[config.mk]
export PLATFORM = sky130hd
export DESIGN_NAME = device_directory_table_flat
export DESIGN_NICKNAME = d
export VERILOG_FILES = /design/src/sv/ddt_pkg.sv /design/src/sv/ddt_in_if.sv /design/src/sv/ddt_out_if.sv /design/src/sv/ddt_ctrl.sv /design/src/sv/ddt_dp.sv /design/src/sv/device_directory_table.sv /design/src/flat_wrapper.sv
export SDC_FILE = /design/constraint.sdc
export NUM_CORES = 2
export LEC_CHECK = 0
export BUFFER_PORTS_ARGS = -buffer_cell sky130_fd_sc_hd__buf_4
export CORE_UTILIZATION = 40
export CTS_CLUSTER_SIZE = 16
export DETAILED_ROUTE_END_ITERATION = 10
export PLACE_DENSITY_LB_ADDON = 0.08
export RECOVER_POWER = 50
export SLEW_MARGIN = 20
export SYNTH_ARGS = -nofsm -noshare
export SYNTH_HDL_FRONTEND = slang
export SYNTH_HIERARCHICAL = 1
export SYNTH_SLANG_ARGS = --single-unit
[constraint.sdc]
create_clock -name clk -period 7.7 [get_ports clk]
set_input_delay 0 -clock clk [delete_from_list [all_inputs] [get_ports clk]]
set_output_delay 0 -clock clk [all_outputs]
set_load 0.1 [all_outputs]
[src/sv/ddt_pkg.sv]
package ddt_pkg;

  localparam int MAX_ENTRIES = 32;
  localparam int IDX_W       = $clog2(MAX_ENTRIES);
  localparam int CNT_W       = $clog2(MAX_ENTRIES + 1);
  localparam int CFG_IDX_W   = 1;
  localparam int CFG_DATA_W  = 32;

  localparam logic [CFG_IDX_W-1:0] CFG_OK_MASK        = CFG_IDX_W'(0);
  localparam logic [CFG_IDX_W-1:0] CFG_MASTER_OK_MASK = CFG_IDX_W'(1);

  typedef enum logic [1:0] {
    FN_ADD   = 2'd0,
    FN_DEL   = 2'd1,
    FN_SET   = 2'd2,
    FN_QUERY = 2'd3
  } func_t;

  typedef enum logic [1:0] {
    ST_OK        = 2'd0,
    ST_FULL      = 2'd1,
    ST_NOT_FOUND = 2'd2,
    ST_BAD_OP    = 2'd3
  } status_t;

  typedef enum logic [2:0] {
    S_IDLE,
    S_SCAN,
    S_SHIFT_RD,
    S_SHIFT_WR,
    S_QRD,
    S_QOUT,
    S_DONE
  } state_t;

  typedef struct packed {
    logic [31:0] tag;
    logic [15:0] id;
    logic [1:0]  size;
    logic [7:0]  hops;
    logic        master;
    logic [31:0] flags;
  } entry_t;

  // controller -> datapath
  typedef struct packed {
    logic load;
    logic scan;
    logic wr_upd;
    logic wr_set;
    logic wr_new;
    logic res_full;
    logic res_nf;
    logic mv_init;
    logic shift_rd;
    logic shift_wr;
    logic dec;
    logic q_rd;
    logic q_out;
    logic out_load;
  } cmd_t;

  // datapath -> controller
  typedef struct packed {
    func_t func;
    logic  scan_hit;
    logic  scan_miss;
    logic  full;
    logic  shift_more;
    logic  master_ok;
    logic  out_free;
  } sts_t;

endpackage

[src/sv/ddt_in_if.sv]
interface ddt_in_if;
  logic        valid;
  logic        ready;
  logic [1:0]  func;
  logic [31:0] comp_tag;
  logic [15:0] dest_id;
  logic [1:0]  id_size;
  logic [7:0]  hop_count;
  logic        is_master_port;
  logic [31:0] flags_in;

  modport source (output valid, func, comp_tag, dest_id, id_size, hop_count,
                  is_master_port, flags_in, input ready);
  modport sink (input valid, func, comp_tag, dest_id, id_size, hop_count,
                is_master_port, flags_in, output ready);
endinterface

[src/sv/ddt_out_if.sv]
interface ddt_out_if;
  logic        valid;
  logic        ready;
  logic [1:0]  status;
  logic [31:0] out_comp_tag;
  logic [15:0] out_dest_id;
  logic [1:0]  out_id_size;
  logic [31:0] out_flags;

  modport source (output valid, status, out_comp_tag, out_dest_id, out_id_size,
                  out_flags, input ready);
  modport sink (input valid, status, out_comp_tag, out_dest_id, out_id_size,
                out_flags, output ready);
endinterface

[src/sv/ddt_ctrl.sv]
module ddt_ctrl
  import ddt_pkg::*;
(
  input  logic   clk,
  input  logic   rst_n,
  input  logic   in_valid,
  output logic   in_ready,
  input  sts_t   sts,
  output cmd_t   cmd
);

  state_t state_r, state_nxt;

  always_ff @(posedge clk) begin
    if (!rst_n) begin
      state_r <= S_IDLE;
    end else begin
      state_r <= state_nxt;
    end
  end

  always_comb begin
    state_nxt = state_r;
    unique case (state_r)
      S_IDLE: begin
        if (in_valid) begin
          state_nxt = S_SCAN;
        end
      end
      S_SCAN: begin
        // query skips the key search
        if (sts.func == FN_QUERY) begin
          state_nxt = sts.master_ok ? S_QRD : S_DONE;
        end else if (sts.scan_hit) begin
          state_nxt = (sts.func == FN_DEL) ? S_SHIFT_RD : S_DONE;
        end else if (sts.scan_miss) begin
          state_nxt = S_DONE;
        end
      end
      S_SHIFT_RD: state_nxt = sts.shift_more ? S_SHIFT_WR : S_DONE;
      S_SHIFT_WR: state_nxt = S_SHIFT_RD;
      S_QRD:      state_nxt = S_QOUT;
      S_QOUT:     state_nxt = S_DONE;
      S_DONE: begin
        if (sts.out_free) begin
          state_nxt = S_IDLE;
        end
      end
      default:    state_nxt = S_IDLE;
    endcase
  end

  always_comb begin
    cmd      = '0;
    in_ready = 1'b0;
    unique case (state_r)
      S_IDLE: begin
        in_ready = 1'b1;
        cmd.load = in_valid;
      end
      S_SCAN: begin
        if (sts.func == FN_QUERY) begin
          cmd.res_nf = !sts.master_ok;
        end else if (sts.scan_hit) begin
          cmd.wr_upd  = (sts.func == FN_ADD);
          cmd.wr_set  = (sts.func == FN_SET);
          cmd.mv_init = (sts.func == FN_DEL);
        end else if (sts.scan_miss) begin
          if (sts.func == FN_ADD) begin
            cmd.res_full = sts.full;
            cmd.wr_new   = !sts.full;
          end else begin
            cmd.res_nf = 1'b1;
          end
        end else begin
          cmd.scan = 1'b1;
        end
      end
      S_SHIFT_RD: begin
        cmd.shift_rd = sts.shift_more;
        cmd.dec      = !sts.shift_more;
      end
      S_SHIFT_WR: cmd.shift_wr = 1'b1;
      S_QRD:      cmd.q_rd = 1'b1;
      S_QOUT:     cmd.q_out = 1'b1;
      S_DONE:     cmd.out_load = sts.out_free;
      default:    cmd = '0;
    endcase
  end

endmodule

[src/sv/ddt_dp.sv]
module ddt_dp
  import ddt_pkg::*;
(
  input  logic                  clk,
  input  logic                  rst_n,
  input  cmd_t                  cmd,
  output sts_t                  sts,
  input  logic                  cfg_we,
  input  logic [CFG_IDX_W-1:0]  cfg_index,
  input  logic [CFG_DATA_W-1:0] cfg_data,
  input  logic [1:0]            in_func,
  input  logic [31:0]           in_comp_tag,
  input  logic [15:0]           in_dest_id,
  input  logic [1:0]            in_id_size,
  input  logic [7:0]            in_hop_count,
  input  logic                  in_is_master_port,
  input  logic [31:0]           in_flags_in,
  output logic                  out_valid,
  input  logic                  out_ready,
  output logic [1:0]            out_status,
  output logic [31:0]           out_comp_tag,
  output logic [15:0]           out_dest_id,
  output logic [1:0]            out_id_size,
  output logic [31:0]           out_flags
);

  entry_t mem [MAX_ENTRIES];
  entry_t rdata_r;

  logic [31:0] ok_mask_r, mok_mask_r;

  logic [CNT_W-1:0] count_r, master_r, issue_r;
  logic [IDX_W-1:0] chk_r, mv_r;
  logic             pend_r;

  func_t       func_r;
  entry_t      key_r;

  status_t     res_status_r;
  logic [31:0] res_tag_r;
  logic [15:0] res_id_r;
  logic [1:0]  res_size_r;
  logic [31:0] res_flags_r;

  logic             out_valid_r;
  logic [1:0]       out_status_r;
  logic [31:0]      out_tag_r, out_flags_r;
  logic [15:0]      out_id_r;
  logic [1:0]       out_size_r;

  logic             match;
  logic [CNT_W-1:0] mv_next;
  logic [IDX_W-1:0] raddr, waddr;
  logic             we;
  entry_t           wdata;

  assign match   = (rdata_r.tag == key_r.tag) && (rdata_r.id == key_r.id);
  assign mv_next = CNT_W'(mv_r) + CNT_W'(1);

  always_comb begin
    sts.func       = func_r;
    sts.scan_hit   = pend_r && match;
    sts.scan_miss  = !(pend_r && match) && (issue_r == count_r);
    sts.full       = (count_r == CNT_W'(MAX_ENTRIES));
    sts.shift_more = (mv_next < count_r);
    sts.master_ok  = (master_r < count_r);
    sts.out_free   = !out_valid_r || out_ready;
  end

  // one read address per cycle
  always_comb begin
    if (cmd.shift_rd) begin
      raddr = mv_next[IDX_W-1:0];
    end else if (cmd.q_rd) begin
      raddr = master_r[IDX_W-1:0];
    end else begin
      raddr = issue_r[IDX_W-1:0];
    end
  end

  always_comb begin
    we    = cmd.wr_upd || cmd.wr_set || cmd.wr_new || cmd.shift_wr;
    waddr = chk_r;
    wdata = rdata_r;
    if (cmd.wr_new) begin
      waddr = count_r[IDX_W-1:0];
      wdata = key_r;
    end else if (cmd.shift_wr) begin
      waddr = mv_r;
    end else if (cmd.wr_upd) begin
      wdata.size   = key_r.size;
      wdata.hops   = key_r.hops;
      wdata.master = key_r.master;
      wdata.flags  = rdata_r.flags | key_r.flags;
    end else if (cmd.wr_set) begin
      wdata.flags = key_r.flags;
    end
  end

  always_ff @(posedge clk) begin
    if (we) begin
      mem[waddr] <= wdata;
    end
    rdata_r <= mem[raddr];
  end

  always_ff @(posedge clk) begin
    if (!rst_n) begin
      ok_mask_r  <= '0;
      mok_mask_r <= '0;
    end else if (cfg_we) begin
      unique case (cfg_index)
        CFG_OK_MASK:        ok_mask_r  <= cfg_data;
        CFG_MASTER_OK_MASK: mok_mask_r <= cfg_data;
        default:            ;
      endcase
    end
  end

  always_ff @(posedge clk) begin
    if (!rst_n) begin
      count_r  <= '0;
      master_r <= CNT_W'(MAX_ENTRIES);
      issue_r  <= '0;
      pend_r   <= 1'b0;
    end else begin
      if (cmd.load) begin
        issue_r <= '0;
        pend_r  <= 1'b0;
      end else if (cmd.scan) begin
        if (issue_r < count_r) begin
          issue_r <= issue_r + CNT_W'(1);
          pend_r  <= 1'b1;
        end else begin
          pend_r <= 1'b0;
        end
      end
      if (cmd.wr_upd && key_r.master) begin
        master_r <= CNT_W'(chk_r);
      end
      if (cmd.wr_new) begin
        count_r <= count_r + CNT_W'(1);
        if (key_r.master) begin
          master_r <= count_r;
        end
      end
      if (cmd.dec) begin
        count_r <= count_r - CNT_W'(1);
      end
    end
  end

  // key, scan pointers and result staging
  always_ff @(posedge clk) begin
    if (cmd.load) begin
      func_r        <= func_t'(in_func);
      key_r.tag     <= in_comp_tag;
      key_r.id      <= in_dest_id;
      key_r.size    <= in_id_size;
      key_r.hops    <= in_hop_count;
      key_r.master  <= in_is_master_port;
      key_r.flags   <= in_flags_in;
      res_status_r  <= ST_OK;
      res_tag_r     <= '0;
      res_id_r      <= '0;
      res_size_r    <= '0;
      res_flags_r   <= '0;
    end
    if (cmd.scan) begin
      chk_r <= issue_r[IDX_W-1:0];
    end
    if (cmd.mv_init) begin
      mv_r <= chk_r;
    end else if (cmd.shift_wr) begin
      mv_r <= mv_next[IDX_W-1:0];
    end
    if (cmd.res_full) begin
      res_status_r <= ST_FULL;
    end
    if (cmd.res_nf) begin
      res_status_r <= ST_NOT_FOUND;
    end
    if (cmd.q_out) begin
      res_tag_r   <= rdata_r.tag;
      res_id_r    <= rdata_r.id;
      res_size_r  <= rdata_r.size;
      res_flags_r <= (rdata_r.flags & ~mok_mask_r) | ok_mask_r;
    end
  end

  always_ff @(posedge clk) begin
    if (!rst_n) begin
      out_valid_r <= 1'b0;
    end else if (cmd.out_load) begin
      out_valid_r <= 1'b1;
    end else if (out_ready) begin
      out_valid_r <= 1'b0;
    end
  end

  always_ff @(posedge clk) begin
    if (cmd.out_load) begin
      out_status_r <= res_status_r;
      out_tag_r    <= res_tag_r;
      out_id_r     <= res_id_r;
      out_size_r   <= res_size_r;
      out_flags_r  <= res_flags_r;
    end
  end

  assign out_valid    = out_valid_r;
  assign out_status   = out_status_r;
  assign out_comp_tag = out_tag_r;
  assign out_dest_id  = out_id_r;
  assign out_id_size  = out_size_r;
  assign out_flags    = out_flags_r;

endmodule

[src/sv/device_directory_table.sv]
// channel  | role   | fields
// in_ch    | sink   | func, comp_tag, dest_id, id_size, hop_count, is_master_port, flags_in
// out_ch   | source | status, out_comp_tag, out_dest_id, out_id_size, out_flags
// cfg_*    | write  | cfg_we, cfg_index (0 ok mask, 1 master ok mask), cfg_data
//
// One word at a time. Key search reads one entry per cycle from the table
// RAM. A delete then moves each later entry down by one; a query reads the
// master entry directly and reports not found when there is no master.
// Reset: sync, active low; clears count and masks and sets the master index
// to MAX_ENTRIES (no master). Table RAM is not cleared, only entries below
// the count are read.
// out_ch holds a result while stalled; a new word is taken while it waits.
module device_directory_table
  import ddt_pkg::*;
(
  input  logic                  clk,
  input  logic                  rst_n,
  ddt_in_if.sink                in_ch,
  ddt_out_if.source             out_ch,
  input  logic                  cfg_we,
  input  logic [CFG_IDX_W-1:0]  cfg_index,
  input  logic [CFG_DATA_W-1:0] cfg_data
);

  cmd_t cmd;
  sts_t sts;

  ddt_ctrl u_ctrl (
    .clk      (clk),
    .rst_n    (rst_n),
    .in_valid (in_ch.valid),
    .in_ready (in_ch.ready),
    .sts      (sts),
    .cmd      (cmd)
  );

  ddt_dp u_dp (
    .clk               (clk),
    .rst_n             (rst_n),
    .cmd               (cmd),
    .sts               (sts),
    .cfg_we            (cfg_we),
    .cfg_index         (cfg_index),
    .cfg_data          (cfg_data),
    .in_func           (in_ch.func),
    .in_comp_tag       (in_ch.comp_tag),
    .in_dest_id        (in_ch.dest_id),
    .in_id_size        (in_ch.id_size),
    .in_hop_count      (in_ch.hop_count),
    .in_is_master_port (in_ch.is_master_port),
    .in_flags_in       (in_ch.flags_in),
    .out_valid         (out_ch.valid),
    .out_ready         (out_ch.ready),
    .out_status        (out_ch.status),
    .out_comp_tag      (out_ch.out_comp_tag),
    .out_dest_id       (out_ch.out_dest_id),
    .out_id_size       (out_ch.out_id_size),
    .out_flags         (out_ch.out_flags)
  );

endmodule
[src/flat_wrapper.sv]
// flat-port wrapper written by rule: the top's interface ports become plain ports
module device_directory_table_flat import ddt_pkg::*;
  (clk, rst_n, cfg_we, cfg_index, cfg_data, in_ch_valid, in_ch_func, in_ch_comp_tag, in_ch_dest_id, in_ch_id_size, in_ch_hop_count, in_ch_is_master_port, in_ch_flags_in, in_ch_ready, out_ch_valid, out_ch_status, out_ch_out_comp_tag, out_ch_out_dest_id, out_ch_out_id_size, out_ch_out_flags, out_ch_ready);
  ddt_in_if in_ch_i ();
  ddt_out_if out_ch_i ();
  input  logic clk;
  input  logic rst_n;
  input  logic cfg_we;
  input  logic [CFG_IDX_W-1:0] cfg_index;
  input  logic [CFG_DATA_W-1:0] cfg_data;
  input wire logic [$bits(in_ch_i.valid)-1:0] in_ch_valid;
  input wire logic [$bits(in_ch_i.func)-1:0] in_ch_func;
  input wire logic [$bits(in_ch_i.comp_tag)-1:0] in_ch_comp_tag;
  input wire logic [$bits(in_ch_i.dest_id)-1:0] in_ch_dest_id;
  input wire logic [$bits(in_ch_i.id_size)-1:0] in_ch_id_size;
  input wire logic [$bits(in_ch_i.hop_count)-1:0] in_ch_hop_count;
  input wire logic [$bits(in_ch_i.is_master_port)-1:0] in_ch_is_master_port;
  input wire logic [$bits(in_ch_i.flags_in)-1:0] in_ch_flags_in;
  output wire logic [$bits(in_ch_i.ready)-1:0] in_ch_ready;
  output wire logic [$bits(out_ch_i.valid)-1:0] out_ch_valid;
  output wire logic [$bits(out_ch_i.status)-1:0] out_ch_status;
  output wire logic [$bits(out_ch_i.out_comp_tag)-1:0] out_ch_out_comp_tag;
  output wire logic [$bits(out_ch_i.out_dest_id)-1:0] out_ch_out_dest_id;
  output wire logic [$bits(out_ch_i.out_id_size)-1:0] out_ch_out_id_size;
  output wire logic [$bits(out_ch_i.out_flags)-1:0] out_ch_out_flags;
  input wire logic [$bits(out_ch_i.ready)-1:0] out_ch_ready;
  assign in_ch_i.valid = in_ch_valid;
  assign in_ch_i.func = in_ch_func;
  assign in_ch_i.comp_tag = in_ch_comp_tag;
  assign in_ch_i.dest_id = in_ch_dest_id;
  assign in_ch_i.id_size = in_ch_id_size;
  assign in_ch_i.hop_count = in_ch_hop_count;
  assign in_ch_i.is_master_port = in_ch_is_master_port;
  assign in_ch_i.flags_in = in_ch_flags_in;
  assign in_ch_ready = in_ch_i.ready;
  assign out_ch_valid = out_ch_i.valid;
  assign out_ch_status = out_ch_i.status;
  assign out_ch_out_comp_tag = out_ch_i.out_comp_tag;
  assign out_ch_out_dest_id = out_ch_i.out_dest_id;
  assign out_ch_out_id_size = out_ch_i.out_id_size;
  assign out_ch_out_flags = out_ch_i.out_flags;
  assign out_ch_i.ready = out_ch_ready;
  device_directory_table u_core (.clk(clk), .rst_n(rst_n), .in_ch(in_ch_i), .out_ch(out_ch_i), .cfg_we(cfg_we), .cfg_index(cfg_index), .cfg_data(cfg_data));
endmodule
## After elaboration in Yosys (flattened, before gate mapping)

Memories as Yosys holds them, arrays and structs flattened. A register that Yosys moved wholly into a read port is not among the register bits.
Index checks and enable logic that the tools add are counted.

| storage, ports and cells | value |
|---|---|
| input bits | 131 |
| memories kept | 1 |
| RAM bits | 2912 |
| register bits after elaboration | 358 |

Memory list:

| memory | words | bits a word | read ports | clocked after Yosys merged registers in | write ports | RTL line | source |
|---|---|---|---|---|---|---|---|
| u_core.u_dp.mem | 32 | 91 | 1 | 1 | 1 | ddt_dp.sv:27 | `entry_t mem [MAX_ENTRIES];` |

| cells by class | value |
|---|---|
| equality and inequality tests | 16 |
| add/subtract/negate cells | 4 |
| multiplexer cells | 59 |
| reduce and logical (&&, ||, !) cells | 25 |
| bitwise operators | 6 |
| $lt $le $gt $ge | 3 |

Operators by type and width:

| operator | number |
|---|---|
| 32-bit 2-to-1 mux | 5 |
| 43-bit 2-to-1 mux | 2 |
| 32-bit OR | 2 |
| 48-bit 2-to-1 mux | 1 |
| 5-bit 2-to-1 mux | 7 |
| 32-bit bitwise AND | 1 |
| 32-bit equality test | 1 |
| 16-bit 2-to-1 mux | 2 |
| 32-bit NOT | 1 |
| 6-bit 2-to-1 mux | 5 |
| 3-bit 2-to-1 mux | 9 |
| 3-bit case mux with 7 select lines | 1 |
| 1-bit 2-to-1 mux | 19 |
| 6-bit < comparator | 3 |
| 16-bit equality test | 1 |
| 6-bit by 1-bit adder with 6-bit output, second input constant | 2 |
| 2-bit 2-to-1 mux | 6 |
| 11-bit 2-to-1 mux | 1 |
| 2-bit nonzero test | 5 |
| 3-bit equality test, second input constant | 3 |
| 7-bit 2-to-1 mux | 1 |
| 5-bit by 1-bit adder with 6-bit output, second input constant | 1 |
| 3-bit by 2-bit equality test with 1-bit output, second input constant | 2 |
| 6-bit equality test | 1 |
| 16 further kinds | 31 |

## Logic depth before layout (Yosys ltp)

| depth | value |
|---|---|
| depth after elaboration | 14 |
| mapped depth | 22 |
| depth with buffers taken out | 18 |

## Hierarchy

Netlist, hierarchy kept.

By module, submodules not included:

| module | area each (µm²) | times used | seq. area each (µm²) | cells each |
|---|---|---|---|---|
| ddt_dp | 116599.3 | 1 | 89996.3 | 6106 |
| ddt_ctrl | 361.6 | 1 | 60.1 | 50 |

## Least setup slack after synthesis

OpenSTA, ideal clock, no wires.

| path | value |
|---|---|
| kind | register -> register |
| from | reg u_core.u_dp.out_valid_r (netlist: u_core/u_dp/out_valid) |
| to | reg u_core.u_dp.out_tag_r[0] (netlist: u_core/u_dp/out_comp_tag[0]), enable pin |
| required time | 7.051 ns |
| setup time | 0.649 ns |
| stages on the path, launching flop included | 3 |
| period minus slack after synthesis | 7.733 ns |
| buffers on the path | 0 |
| slack | -0.033 ns |
| arrival time | 7.083 ns |
| cells stage by stage | dfxtp_1 nand2b_1 nor3b_1 |

RTL lines:

| what | RTL line | source |
|---|---|---|
| start, declared | ddt_dp.sv:45 | `logic out_valid_r;` |
| start signal, assigned | ddt_dp.sv:193 | `out_valid_r <= 1'b0;` |
| start signal, assigned | ddt_dp.sv:195 | `out_valid_r <= 1'b1;` |
| start signal, assigned | ddt_dp.sv:197 | `out_valid_r <= 1'b0;` |
| end signal, assigned | ddt_dp.sv:204 | `out_tag_r <= res_tag_r;` |
| end, declared | ddt_dp.sv:47 | `logic [31:0] out_tag_r, out_flags_r;` |

==> impl_metrics.yaml <==
worst_setup_path:
  crit_path_start_kind: "flop"
  cp_max_fo: 32
  worstSetupPathType: "reg2reg"
  endpoint_kind: "flop"
  r2r_slack_ns: 0.75
  crit_required_ns: 8.22
  cp.arrival_ns: 7.47
floorplan:
  fp.dieH_um: 543
  dieArea_um2: 295000
  num_rows: 198
  fp.dieW_um: 543
  pin_count: 217
  initial_utilization_pct: 40.2
  coreArea_um2: 291000
layout:
  nNetsFinal: 6953
  largest_reg_flops: 2624
  stdcell_area_um2: 138000
  reg_top3: "u_core/u_dp/mem (2624), u_core/u_dp/key_r (83), u_core/u_dp/rdata_r (82)"
  max_flop_register: "u_core/u_dp/mem"
  drive_above_1_share_pct: 18.6
  synthToLayoutAreaGrowth_pct: 17.7
  fin_util_pct: 47.3
clock_network:
  numClockSinks: 3056
  cts_hold_buf: 252
  post-cts-setup-buffer-count: 0
  h-tree-depth: 5
  cts_tree: "yes"
  path_clk_slew_ns: 0.06
  cts-resized-gates: 0
  clk_latency_ns: 0.93
  cts_root_buf: "clkbuf_16"
  cts_made_buffers: 334
  cts_buffer_depth: 4
yosys:
  synth_nets: 6310
  synth-seq-cells: 3056
  syn_area_per_cell_um2: 19.0
  mappedNetlistArea_um2: 117000
  synth_edf_count: 2885
  ys_seq_area_share_pct: 77.0
  yosysWarnings: 6
  ys.flop_type: "edfxtp_1"
  synth-async-reset-ratio_pct: 0
  syn_inst: 6156
  yosysUniqueCellTypes: 71
detailed_routing:
  drt-vias-per-instance: 5.81
  final_antenna_net_count: 0
  drtIter0Drc: 7186
  vias: 63816
  drt-total-wl_um: 366000
  wl_per_cell_um: 33.3
  dr.pass1.iters: 7
  drc: 0
timing:
  setup_viol: 0
  slew_headroom_pct: -191
  tightest_slew_ns: 4.36
  timing.final.crit_period_ns: 6.95
  rsz0062_at_grt: "false"
  hold_viol: 0
  fmaxAchievable_mhz: 144
  fin_skew_ns: 0.0635
  fin_setup_tns_ns: 0
  drv_slew: 382
  whs_ns: 0.128
  fin_crit_sh_pct: 90.3
grt:
  grt_pass1_wl_um: 508000
  grt_usage_pct: 24.7
  grt_pass1_vias: 64320
  antenna_found_initial: 24
  grt_max_degree: 103
  overflow: 0
outcome:
  status: "complete, but fails checks"
  violations: "capacitance limit, slew limit"
placement:
  portBuffers: 208
  gp_congestion: 0.780
  dpl.hpwl_um: 191000
  dpl_cell_area_um2: 125000
run:
  max_cap_viol_count: 11
power:
  ir_drop_v: 0.000189
  p_per_area_nw_per_um2: 285
  p_leak_nw: 42.9
worst_hold_path:
  hp-class: "in2reg"
-- metal layers --
layer,vias up,global-route usage [%],wire [um]
met4,4,5.85,8350
met5,-,0,27
met2,2330,40.5,177000
met1,34578,34.8,159000
li1,26477,-,-
met3,427,3.23,21800
-- cells in the mapped netlist, types with 41 or more instances --
| library cell | count | share of area (%) |
|---|---|---|
| clkbuf_1 | 201 | 0.65 |
| nor2_1 | 101 | 0.32 |
| a21oi_1 | 97 | 0.42 |
| a32oi_1 | 179 | 1.3 |
| nand4_1 | 66 | 0.35 |
| nand3_1 | 108 | 0.46 |
| mux2i_1 | 192 | 1.6 |
| a22oi_1 | 96 | 0.62 |
| dfxtp_1 | 171 | 2.9 |
| and2_1 | 148 | 0.79 |
| edfxtp_1 | 2885 | 74 |
| o21a_1 | 41 | 0.26 |
| a221oi_1 | 87 | 0.65 |
| mux4_2 | 410 | 7.9 |
| nand2_1 | 499 | 1.6 |
| buf_2 | 110 | 0.47 |
| a22o_1 | 50 | 0.37 |
| mux2_2 | 122 | 1.2 |
| a21boi_0 | 68 | 0.44 |
-- kinds of logic (layout without fill, tap and decap cells) --
| kind of cell | Yosys count | count (layout) | synth area share [%] |
|---|---|---|---|
| xor gates and xnor gates | 58 | 58 | 0.434 |
| and+or+nand+nor | 1020 | 1020 | 4.08 |
| buffers and inverters | 402 | 1325 | 1.54 |
| AOI/OAI and AO/OA | 846 | 846 | 5.72 |
| muxes | 751 | 751 | 11.0 |
| other | 0 | 4 | 0 |
| DFF | 3056 | 3056 | 77.0 |
| adders and majority gates | 23 | 23 | 0.252 |
-- path summary, 6_finish.rpt --
kind	from	end	depth (start not counted)
setup reg to reg	u_core/u_dp/key_r[56]	u_core/u_dp/mem[31][4]	13
setup / recovery	u_core/u_dp/key_r[56]	u_core/u_dp/mem[31][4]	13
hold reg to reg	u_core/u_dp/res_tag_r[23]	u_core/u_dp/out_comp_tag[23]	0
hold / removal	in_ch_valid	u_core/u_ctrl/state_r[2]	5
-- where the power goes --
group | leakage [nW] | internal (W) | switching (W) | total (W)
clock network | 5.24 | 0.00907 | 0.00670 | 0.0158
logic | 10.2 | 0.000989 | 0.00254 | 0.00353
registers | 27.5 | 0.0196 | 0.000337 | 0.0199
total | 42.9 | 0.0296 | 0.00958 | 0.0392
-- placed cells by master, fill, tap and decap left out, drive strengths merged, types with 11 or more instances in the layout --
cell type    Yosys  final
o31a            26     26
a21oi           97     97
nor3            11     11
clkbuf         201    661
and2           148    148
a22oi           96     96
bufinv           0     20
xnor2           34     34
ha              22     22
dfxtp          171    171
nand2          500    500
inv             24     32
a221oi          87     87
nor2           103    103
mux2           149    149
o21a            41     41
a221o           28     28
edfxtp        2885   2885
dlygate4sd3      0    252
a32oi          179    179
a22o            50     50
a21boi          68     68
o211ai          38     38
nor2b           39     39
clkinv           1    126
nand4           66     66
o221ai          15     15
buf            176    230
mux2i          192    192
xor2            24     24
o21ai           17     17
a222oi          28     28
mux4           410    410
nand3          108    108
-- worst max-delay path, stage by stage (launching register included) --
cell and delay (ns):
edfxtp_1 0.50, xnor2_1 0.71, nand4_1 0.32, nor4_1 0.52, nand4_1 0.30, nor4_1 0.35
clkbuf_1 0.54, nand3_1 0.27, nor3b_1 0.80, nor2_1 0.18, o21ai_4 0.55, buf_12 0.33
a22o_1 0.18, clkbuf_1 0.91
-- through the flow --
| stage | instances | total power, W | setup WS (ns) |
|---|---|---|---|
| 3_5_place_dp | 10111 | 0.0237 | 1.44 |
| 2_1_floorplan | 6156 | 0.0220 | 0.866 |
| 4_1_cts | 10979 | 0.0396 | 1.39 |
| 6_report | 10983 | 0.0392 | 0.749 |
| 3_3_place_gp | 10111 | 0.0236 | 1.23 |
| 5_1_grt | 10980 | 0.0404 | 0.631 |
-- layout make-up --
type                       instances  area [um2]
antenna                            4        10.0
clock buffer                     459        9170
clock inverter                   157        1600
fill                           24702      153000
inverter                          25        93.8
multi-input combinational       2698       25500
sequential                      3056       90100
tap                             3900        4880
timing repair buffer             684        6380
No activity file was read; power rests on OpenSTA's default activity.
